**src/hw/rtl/brf_pkg.sv**
```systemverilog
// shared types, codes and constants of the bisection root finder
// no dependencies
`timescale 1ns / 1ps
package brf_pkg;

  localparam int unsigned MAX_ITER_DEF  = 64;
  localparam int unsigned FRAC_BITS_DEF = 24;
  localparam int unsigned DIV_STEPS     = 31;
  localparam logic [30:0] ERR_MAX       = 31'h7FFF_FFFF;

  typedef struct packed {
    logic signed [31:0] left_end;
    logic signed [31:0] right_end;
    logic [30:0]        tolerance;
    logic               error_mode;
  } in_beat_t;

  typedef struct packed {
    logic signed [31:0] root;
    logic [30:0]        error_estimate;
    logic [6:0]         iterations;
    logic [1:0]         status;
  } res_beat_t;

  typedef enum logic [1:0] {
    ST_CONVERGED = 2'd0,
    ST_EXACT     = 2'd1,
    ST_NO_SIGN   = 2'd2,
    ST_CAP       = 2'd3
  } status_e;

  typedef enum logic [3:0] {
    OP_NONE,
    OP_LOAD,
    OP_SQ,
    OP_HI,
    OP_LO,
    OP_CUBE,
    OP_POLY,
    OP_SAVE_A,
    OP_MID,
    OP_UPDATE,
    OP_DIV_INIT,
    OP_DIV_STEP,
    OP_FINISH
  } dp_op_e;

  typedef enum logic [3:0] {
    S_IDLE,
    S_SQ,
    S_HI,
    S_LO,
    S_CUBE,
    S_POLY,
    S_SAVE_A,
    S_CHECK,
    S_UPDATE,
    S_DIV_INIT,
    S_DIV_STEP,
    S_JUDGE
  } ctrl_state_e;

  typedef enum logic [1:0] {
    PH_A,
    PH_B,
    PH_M
  } phase_e;

  typedef struct packed {
    dp_op_e  op;
    status_e code;
  } dp_cmd_t;

  typedef struct packed {
    logic f_zero;
    logic no_sign;
    logic need_div;
    logic div_ovf;
    logic err_le_tol;
    logic cap_hit;
  } dp_stat_t;

endpackage

```
**src/hw/rtl/brf_dp.sv**
```systemverilog
// datapath: bounds, shared 32x32 multiplier, cubic evaluation, error and divider
// depends on brf_pkg
`timescale 1ns / 1ps
module brf_dp #(
  parameter int unsigned MAX_ITER  = brf_pkg::MAX_ITER_DEF,
  parameter int unsigned FRAC_BITS = brf_pkg::FRAC_BITS_DEF
) (
  input  logic               clk_i,
  input  brf_pkg::in_beat_t  in_i,
  input  brf_pkg::dp_cmd_t   cmd_i,
  output brf_pkg::dp_stat_t  stat_o,
  output brf_pkg::res_beat_t res_o
);
  import brf_pkg::*;

  localparam int unsigned HW = 32 - FRAC_BITS;
  localparam int unsigned QW = 39;

  logic signed [31:0] lo_q, hi_q, mid_q, prev_q, x_q;
  logic [30:0]        tol_q, err_q;
  logic               pct_q;
  logic [6:0]         step_q;
  logic               fl_neg_q, fl_zero_q, f_neg_q, f_zero_q;
  logic [63:0]        sq_q, phi_q, plo_q;
  logic [62:0]        c3_q;
  logic [QW-1:0]      q_q;
  logic [31:0]        rem_q;
  logic [30:0]        nsh_q;
  res_beat_t          res_q;

  logic [31:0]        ax, ac, mul_a;
  logic [63:0]        mul_p, part, rest, csum;
  logic [62:0]        c3_d;
  logic signed [63:0] cube, sx, sx7, fval;
  logic [32:0]        msum, diff, d;
  logic [QW-1:0]      q_d;
  logic signed [31:0] mid_d;
  logic [30:0]        err_upd;
  logic               ovf;
  logic [32:0]        t;
  logic               ge;

  assign ax = x_q[31] ? 32'(-{1'b0, x_q}) : 32'(x_q);

  // one shared multiplier, operand picked by the step of the cube
  always_comb begin
    case (cmd_i.op)
      OP_HI:   mul_a = 32'(sq_q[63:32+FRAC_BITS]);
      OP_LO:   mul_a = sq_q[31+FRAC_BITS:FRAC_BITS];
      default: mul_a = ax;
    endcase
  end
  assign mul_p = {32'b0, mul_a} * {32'b0, ax};

  // magnitude of the cube with saturation
  always_comb begin
    part = phi_q << HW;
    rest = plo_q >> FRAC_BITS;
    csum = part + rest;
    if (phi_q >= (64'd1 << (FRAC_BITS - 2))) begin
      c3_d = 63'd1 << 62;
    end else if (csum > (64'd1 << 62)) begin
      c3_d = 63'd1 << 62;
    end else begin
      c3_d = csum[62:0];
    end
  end

  always_comb begin
    cube = x_q[31] ? -$signed({1'b0, c3_q}) : $signed({1'b0, c3_q});
    sx   = 64'(x_q);
    sx7  = (sx <<< 3) - sx;
    fval = cube - sx7 + (64'sd1 <<< FRAC_BITS);
  end

  assign msum  = {lo_q[31], lo_q} + {hi_q[31], hi_q};
  assign mid_d = msum[32:1];

  assign diff = {mid_q[31], mid_q} - {prev_q[31], prev_q};
  assign d    = diff[32] ? -diff : diff;
  assign q_d  = (QW'(d) << 6) + (QW'(d) << 5) + (QW'(d) << 2);
  assign ac   = mid_q[31] ? 32'(-{1'b0, mid_q}) : 32'(mid_q);

  always_comb begin
    if (!pct_q) begin
      err_upd = (d > 33'(ERR_MAX)) ? ERR_MAX : d[30:0];
    end else begin
      err_upd = (q_d > QW'(ERR_MAX)) ? ERR_MAX : q_d[30:0];
    end
  end

  assign ovf = {25'b0, q_q} >= ({32'b0, ac} << (31 - FRAC_BITS));
  assign t   = {rem_q, nsh_q[30]};
  assign ge  = t >= {1'b0, ac};

  always_ff @(posedge clk_i) begin
    case (cmd_i.op)
      OP_LOAD: begin
        lo_q   <= in_i.left_end;
        hi_q   <= in_i.right_end;
        prev_q <= in_i.left_end;
        x_q    <= in_i.left_end;
        mid_q  <= '0;
        tol_q  <= in_i.tolerance;
        pct_q  <= in_i.error_mode;
        step_q <= '0;
        err_q  <= '0;
      end
      OP_SQ:   sq_q  <= mul_p;
      OP_HI:   phi_q <= mul_p;
      OP_LO:   plo_q <= mul_p;
      OP_CUBE: c3_q  <= c3_d;
      OP_POLY: begin
        f_neg_q  <= fval[63];
        f_zero_q <= (fval == 64'sd0);
      end
      OP_SAVE_A: begin
        fl_neg_q  <= f_neg_q;
        fl_zero_q <= f_zero_q;
        x_q       <= hi_q;
      end
      OP_MID: begin
        mid_q  <= mid_d;
        x_q    <= mid_d;
        step_q <= step_q + 7'd1;
      end
      OP_UPDATE: begin
        if (!fl_zero_q && (fl_neg_q != f_neg_q)) begin
          hi_q <= mid_q;
        end else begin
          lo_q      <= mid_q;
          fl_neg_q  <= f_neg_q;
          fl_zero_q <= f_zero_q;
        end
        q_q    <= q_d;
        err_q  <= err_upd;
        prev_q <= mid_q;
      end
      OP_DIV_INIT: begin
        rem_q <= 32'(({25'b0, q_q}) >> (31 - FRAC_BITS));
        nsh_q <= 31'(({25'b0, q_q}) << FRAC_BITS);
        err_q <= ovf ? ERR_MAX : '0;
      end
      OP_DIV_STEP: begin
        rem_q <= ge ? 32'(t - {1'b0, ac}) : t[31:0];
        nsh_q <= nsh_q << 1;
        err_q <= {err_q[29:0], ge};
      end
      OP_FINISH: begin
        res_q.status <= cmd_i.code;
        if (cmd_i.code == ST_NO_SIGN) begin
          res_q.root           <= '0;
          res_q.error_estimate <= '0;
          res_q.iterations     <= '0;
        end else begin
          res_q.root           <= mid_q;
          res_q.error_estimate <= (cmd_i.code == ST_EXACT) ? '0 : err_q;
          res_q.iterations     <= step_q;
        end
      end
      default: ;
    endcase
  end

  assign stat_o.f_zero     = f_zero_q;
  assign stat_o.no_sign    = !fl_zero_q && !f_zero_q && (fl_neg_q == f_neg_q);
  assign stat_o.need_div   = pct_q && (mid_q != 32'sd0);
  assign stat_o.div_ovf    = ovf;
  assign stat_o.err_le_tol = err_q <= tol_q;
  assign stat_o.cap_hit    = step_q >= 7'(MAX_ITER);
  assign res_o             = res_q;

endmodule

```
**src/hw/rtl/brf_ctrl.sv**
```systemverilog
// controller state machine: sequences cube evaluations, bisection steps and division
// depends on brf_pkg
`timescale 1ns / 1ps
module brf_ctrl (
  input  logic              clk_i,
  input  logic              rst_ni,
  input  logic              start,
  input  brf_pkg::dp_stat_t stat_i,
  output brf_pkg::dp_cmd_t  cmd_o,
  output logic              busy,
  output logic              done_o
);
  import brf_pkg::*;

  ctrl_state_e state_q, state_d;
  phase_e      phase_q, phase_d;
  logic [4:0]  cnt_q, cnt_d;
  logic        done_q, done_d;

  // next state
  always_comb begin
    state_d = state_q;
    phase_d = phase_q;
    cnt_d   = cnt_q;
    case (state_q)
      S_IDLE: begin
        if (start) begin
          state_d = S_SQ;
          phase_d = PH_A;
        end
      end
      S_SQ:     state_d = S_HI;
      S_HI:     state_d = S_LO;
      S_LO:     state_d = S_CUBE;
      S_CUBE:   state_d = S_POLY;
      S_POLY: begin
        case (phase_q)
          PH_A:    state_d = S_SAVE_A;
          PH_B:    state_d = S_CHECK;
          default: state_d = S_UPDATE;
        endcase
      end
      S_SAVE_A: begin
        state_d = S_SQ;
        phase_d = PH_B;
      end
      S_CHECK: begin
        state_d = stat_i.no_sign ? S_IDLE : S_SQ;
        phase_d = PH_M;
      end
      S_UPDATE: begin
        if (stat_i.f_zero) begin
          state_d = S_IDLE;
        end else begin
          state_d = stat_i.need_div ? S_DIV_INIT : S_JUDGE;
        end
      end
      S_DIV_INIT: begin
        cnt_d   = '0;
        state_d = stat_i.div_ovf ? S_JUDGE : S_DIV_STEP;
      end
      S_DIV_STEP: begin
        cnt_d = cnt_q + 5'd1;
        if (cnt_q == 5'(DIV_STEPS - 1)) begin
          state_d = S_JUDGE;
        end
      end
      S_JUDGE: begin
        state_d = (stat_i.err_le_tol || stat_i.cap_hit) ? S_IDLE : S_SQ;
      end
      default: state_d = S_IDLE;
    endcase
  end

  // outputs
  always_comb begin
    cmd_o.op   = OP_NONE;
    cmd_o.code = ST_CONVERGED;
    done_d     = 1'b0;
    case (state_q)
      S_IDLE:     if (start) cmd_o.op = OP_LOAD;
      S_SQ:       cmd_o.op = OP_SQ;
      S_HI:       cmd_o.op = OP_HI;
      S_LO:       cmd_o.op = OP_LO;
      S_CUBE:     cmd_o.op = OP_CUBE;
      S_POLY:     cmd_o.op = OP_POLY;
      S_SAVE_A:   cmd_o.op = OP_SAVE_A;
      S_CHECK: begin
        if (stat_i.no_sign) begin
          cmd_o.op   = OP_FINISH;
          cmd_o.code = ST_NO_SIGN;
          done_d     = 1'b1;
        end else begin
          cmd_o.op = OP_MID;
        end
      end
      S_UPDATE: begin
        if (stat_i.f_zero) begin
          cmd_o.op   = OP_FINISH;
          cmd_o.code = ST_EXACT;
          done_d     = 1'b1;
        end else begin
          cmd_o.op = OP_UPDATE;
        end
      end
      S_DIV_INIT: cmd_o.op = OP_DIV_INIT;
      S_DIV_STEP: cmd_o.op = OP_DIV_STEP;
      S_JUDGE: begin
        if (stat_i.err_le_tol) begin
          cmd_o.op   = OP_FINISH;
          cmd_o.code = ST_CONVERGED;
          done_d     = 1'b1;
        end else if (stat_i.cap_hit) begin
          cmd_o.op   = OP_FINISH;
          cmd_o.code = ST_CAP;
          done_d     = 1'b1;
        end else begin
          cmd_o.op = OP_MID;
        end
      end
      default: ;
    endcase
  end

  always_ff @(posedge clk_i or negedge rst_ni) begin
    if (!rst_ni) begin
      state_q <= S_IDLE;
      phase_q <= PH_A;
      cnt_q   <= '0;
      done_q  <= 1'b0;
    end else begin
      state_q <= state_d;
      phase_q <= phase_d;
      cnt_q   <= cnt_d;
      done_q  <= done_d;
    end
  end

  assign busy   = (state_q != S_IDLE);
  assign done_o = done_q;

endmodule

```
**src/hw/rtl/bisection_root_finder.sv**
```systemverilog
// top level of the bisection root finder for f(x) = x^3 - 7x + 1
// depends on brf_pkg, brf_ctrl, brf_dp
`timescale 1ns / 1ps
// a beat is taken when start is high while busy is low; busy then stays high
// for the whole search and no further beat is taken. the result beat shows on
// res_o with done_o high for exactly one cycle, in the first cycle with busy low
// again, and the receiver cannot stall it. timing is set by a single shared 32x32
// multiplier, which evaluates each cubic through the square, high, low, cube and
// polynomial steps, and by a one-bit-a-cycle restoring divider for the percent
// error, which is skipped when the quotient saturates or the midpoint is zero. an
// interval with no sign change ends the search once the cubic is known at both
// ends; otherwise each bisection step evaluates the cubic at the midpoint, and the
// search stops after at most MAX_ITER steps.
module bisection_root_finder #(
  parameter int unsigned MAX_ITER  = brf_pkg::MAX_ITER_DEF,
  parameter int unsigned FRAC_BITS = brf_pkg::FRAC_BITS_DEF
) (
  input  logic               clk_i,
  input  logic               rst_ni,
  input  logic               start,
  input  brf_pkg::in_beat_t  in_i,
  output logic               busy,
  output logic               done_o,
  output brf_pkg::res_beat_t res_o
);
  import brf_pkg::*;

  // command and status between controller and datapath
  dp_cmd_t  cmd;
  dp_stat_t stat;

  brf_ctrl u_ctrl (
    .clk_i  (clk_i),
    .rst_ni (rst_ni),
    .start  (start),
    .stat_i (stat),
    .cmd_o  (cmd),
    .busy   (busy),
    .done_o (done_o)
  );

  brf_dp #(
    .MAX_ITER  (MAX_ITER),
    .FRAC_BITS (FRAC_BITS)
  ) u_dp (
    .clk_i  (clk_i),
    .in_i   (in_i),
    .cmd_i  (cmd),
    .stat_o (stat),
    .res_o  (res_o)
  );

  // a result beat always closes a search
  a_done_after_busy : assert property (@(posedge clk_i) disable iff (!rst_ni)
    done_o |-> $past(busy))
    else $error("result beat without a search");

  // a search only opens on a start
  a_busy_from_start : assert property (@(posedge clk_i) disable iff (!rst_ni)
    $rose(busy) |-> $past(start))
    else $error("busy rose without start");

  // step count never goes past the cap
  a_iter_cap : assert property (@(posedge clk_i) disable iff (!rst_ni)
    done_o |-> (res_o.iterations <= 7'(MAX_ITER)))
    else $error("iteration count beyond cap");

  // no sign change reports no steps and no root
  a_no_sign_empty : assert property (@(posedge clk_i) disable iff (!rst_ni)
    (done_o && res_o.status == ST_NO_SIGN) |-> (res_o.iterations == 7'd0 &&
      res_o.root == 32'sd0))
    else $error("no sign change beat carries data");

endmodule

```
**config.mk**
```make
export PLATFORM = sky130hd
export DESIGN_NAME = bisection_root_finder
export DESIGN_NICKNAME = d
export VERILOG_FILES = /design/src/hw/rtl/brf_pkg.sv /design/src/hw/rtl/brf_dp.sv /design/src/hw/rtl/brf_ctrl.sv /design/src/hw/rtl/bisection_root_finder.sv
export SDC_FILE = /design/constraint.sdc
export NUM_CORES = 2
export LEC_CHECK = 0
export BUFFER_PORTS_ARGS = -buffer_cell sky130_fd_sc_hd__buf_4
export CAP_MARGIN = 20
export CORE_MARGIN = 1
export CORE_UTILIZATION = 55
export CTS_BUF_LIST = sky130_fd_sc_hd__clkbuf_2 sky130_fd_sc_hd__clkbuf_4 sky130_fd_sc_hd__clkbuf_8
export DETAILED_ROUTE_END_ITERATION = 8
export GPL_TIMING_DRIVEN = 0
export PLACE_DENSITY_LB_ADDON = 0.25
export SLEW_MARGIN = 5
export SYNTH_ARGS = -nofsm -noshare
export SYNTH_HDL_FRONTEND = slang
export SYNTH_HIERARCHICAL = 1
export SYNTH_SLANG_ARGS = --single-unit
export TNS_END_PERCENT = 1
```
**constraint.sdc**
```tcl
create_clock -name clk_i -period 17 [get_ports clk_i]
set_clock_uncertainty 0.05 [all_clocks]
set_input_delay 1.7 -clock clk_i [delete_from_list [all_inputs] [get_ports clk_i]]
set_output_delay 1.7 -clock clk_i [all_outputs]
set_load 0.02 [all_outputs]
```
==> results.sh <==
export IMPL_status="complete, no violations"
export IMPL_period_share=0.9844
export IMPL_grt_first_pass_wirelength_mm=389.1
export IMPL_worstSetupStartpointType="flop"
export IMPL_antenna_left=0
export IMPL_grt_max_degree=72
export IMPL_insertion_delay_ns=0.84
export IMPL_dieArea_um2=136100
export IMPL_antenna_found_initial=14
export IMPL_max_clock_freq_mhz=59.75
export IMPL_hold_viol_final=0
export IMPL_rsz0062_at_grt="no"
export IMPL_cts_root_buf="clkbuf_8"
export IMPL_via_count=61982
export IMPL_synth_area_um2=74050
export IMPL_dp_cells=9845
export IMPL_fin_nets=9913
export IMPL_die_x_um=368.9
export IMPL_fin_crit_ns=16.74
export IMPL_crit_path_max_fanout=10
export IMPL_grt_overflow_total=0
export IMPL_io_buffers=172
export IMPL_setup_slack_ns=0.2649
export IMPL_worst_ep_required_time_ns=17.43
export IMPL_grtUsageTotal=0.3919
export IMPL_placed_area_um2=78640
export IMPL_cp_top_family="compound AO/OA/AOI/OAI gates"
export IMPL_drv_slew=0
export IMPL_place_hpwl_mm=220.3
export IMPL_clkTransAtPathRegs_ns=0.06
export IMPL_gp_congestion=1.086
export IMPL_ctsHoldBuffers=0
export IMPL_start_util=0.5549
export IMPL_drtIter0Drc=7896
export IMPL_cts_tree="yes"
export IMPL_synth_edf_count=587
export IMPL_numCtsBuffers=103
export IMPL_cts_htree_levels=3
export IMPL_slew_headroom=0.01401
export IMPL_synth_seq_cells=599
export IMPL_crit_top_cell="fa_1"
export IMPL_stdcell_count=10055
export IMPL_fin_area_um2=80950
export IMPL_crit_type="reg2reg"
export IMPL_crit_start="u_dp/err_q[1]"
export IMPL_async_flop_share=0.02003
export IMPL_max_slew_worst_pin_slew_ns=1.468
export IMPL_finalSetupViolations=0
export IMPL_crit_slowest_cell="a21oi_1"
export IMPL_synth_warning_count=6
export IMPL_cts_setup_buffers=0
export IMPL_hold_path_class="reg2reg"
export IMPL_cts_max_path_buffers=3
export IMPL_cpPeakStageDelay_ns=0.85
export IMPL_hp_start="u_dp/f_neg_q"
export IMPL_critPathBufInv=7
export IMPL_avgViaCountPerCell=6.164
export IMPL_r2r_start="u_dp/err_q[1]"
export IMPL_wl_per_cell_um=26.67
export IMPL_core_area_um2=133500
export IMPL_syn_avg_cell_area_um2=9.467
export IMPL_syn2layout_area_growth_pct=9.312
export IMPL_endpoint_kind="flop"
export IMPL_layout_drive_gt1_share=0.06452
export IMPL_syn_inst=7822
export IMPL_dieHeight_um=368.9
export IMPL_clkSinkCount=599
export IMPL_pre_cts_slack_ns=0.1661
export IMPL_first_pass_iters=7
export IMPL_drt_wl_total_mm=268.2
export IMPL_grt_pass1_vias=60652
export IMPL_drc=0
export IMPL_synth_ff_type="edfxtp_1"
export IMPL_rows=134
export IMPL_yosysUniqueCellTypes=91
export IMPL_max_cap_viol_count=0
export IMPL_ys_seq_area_frac=0.2421
export IMPL_critPathArrivalTime_ns=17.17
export IMPL_io_pins=173
## layer usage
metal / track usage / part of all wire / vias up
met5: 0 / 0.00066 / -
met3: 0.1682 / 0.15 / 672
met1: 0.5402 / 0.40 / 30675
met4: 0.1515 / 0.045 / 10
met2: 0.5409 / 0.40 / 4068
li1: - / - / 26557
## metrics by stage
stage | hold WS [ns] | util | setup TNS [ns]
final | 0.4370 | 0.6065 | 0
after global routing | 0.4463 | 0.6064 | 0
after CTS | 0.4391 | 0.6054 | 0
after detailed placement | 0.4277 | 0.5893 | 0
after global placement | 0.4046 | 0.5817 | -162.93
after floorplan | 0.3976 | - | 0
## synthesized netlist by cell type, types with 17 or more instances
master	number	area (um2)
inv_1	1185	4448
fa_1	962	19260
nor2_1	904	3393
nand2_1	809	3037
ha_1	656	8208
edfxtp_1	587	17630
a21oi_1	334	1672
clkbuf_1	298	1119
xnor2_1	268	2347
o21ai_0	236	1181
a21o_1	184	1381
xor2_1	136	1191
nand2b_1	105	656.9
nor2b_1	86	538.0
nand3_1	84	420.4
a221o_1	66	660.6
nand4_1	66	412.9
and2_1	58	362.9
nor3_1	55	275.3
a31oi_1	49	306.5
o31ai_1	48	360.4
and3_1	44	275.3
o21bai_1	38	285.3
mux2i_1	37	370.4
o21a_1	37	277.8
or3_1	35	219.0
nor4_1	33	206.5
a211oi_1	26	195.2
a21boi_0	24	180.2
o211ai_1	23	172.7
o41ai_1	20	175.2
or2_2	20	125.1
or4_1	20	150.1
nor3b_1	17	127.6
## flip-flops by register name (all words and copies together), names as in the netlist, 32 cells and up
register,flops
u_dp/c3_q,63
u_dp/rem_q,32
u_dp/prev_q,32
u_dp/res_o,72
u_dp/phi_q,64
u_dp/x_q,32
u_dp/q_q,37
u_dp/lo_q,32
u_dp/plo_q,40
u_dp/sq_q,40
u_dp/hi_q,32
u_dp/mid_q,32
## worst register-to-register path, delay by kind of cell, from the launching register on
kind	cells	cell delay, ns
buffers and inverters	7	1.95
adder cells (fa/ha/maj)	10	4.92
AND/OR/NAND/NOR	12	3.00
XOR/XNOR	1	0.59
AO/OA/AOI/OAI	19	5.42
flip-flops	1	0.45
## placed cells by master, fill, tap and decap left out, types with 57 or more instances in the layout
master	netlist	routed
a221o_1	66	66
nor2_1	904	902
a21oi_1	334	334
nand4_1	66	66
fa_1	962	962
nand2_1	809	807
o21ai_0	236	236
buf_4	4	203
inv_1	1185	1185
edfxtp_1	587	587
clkbuf_1	298	292
clkbuf_8	0	103
and2_1	58	57
a21o_1	184	184
ha_1	656	656
nand2b_1	105	105
nand3_1	84	84
nor2b_1	86	86
xor2_1	136	135
xnor2_1	268	255
## layout make-up
cell class                      count  area [um2]
Timing Repair Buffer              249        2225
Multi-Input combinational cell   5727       50660
Clock inverter                     58       544.3
Sequential cell                   599       17930
Tap cell                         1768        2212
Fill cell                       11616       52510
Buffer                            327        1280
Clock buffer                      128        1605
Inverter                         1189        4463
Antenna cell                       10       25.02
## what timing repair did
item | in CTS | in global routing
endpoints found under the hold margin | 0 | 0
gates resized for setup | 0 | 11
setup endpoints to repair | 0 | 69
## final timing paths
check | endpoint | slack, ns | cells after the start
max | u_dp/plo_q[61] | 0.26 | 49
min | u_dp/fl_neg_q | 0.44 | 0
max reg2reg | u_dp/plo_q[61] | 0.26 | 49
min reg2reg | u_dp/fl_neg_q | 0.44 | 0
max in group asynchronous | u_ctrl/state_q[2] | 16.01 | 1
min in group asynchronous | u_ctrl/state_q[1] | 0.67 | 1
## cell families after synthesis
| logic type | Yosys count | synth area share |
|---|---|---|
| xor gates and xnor gates | 405 | 0.04800 |
| AOI/OAI and AO/OA | 1262 | 0.1128 |
| muxes | 40 | 0.005458 |
| other | 1 | 0.00005064 |
| adders and majority gates | 1618 | 0.3709 |
| DFF | 599 | 0.2421 |
| and+or+nand+nor | 2381 | 0.1433 |
| buffers and inverters | 1516 | 0.07742 |
Power is left out: the tool's default activity adds up to more than one toggle a clock period on the data nets, which glitch-free logic cannot reach.
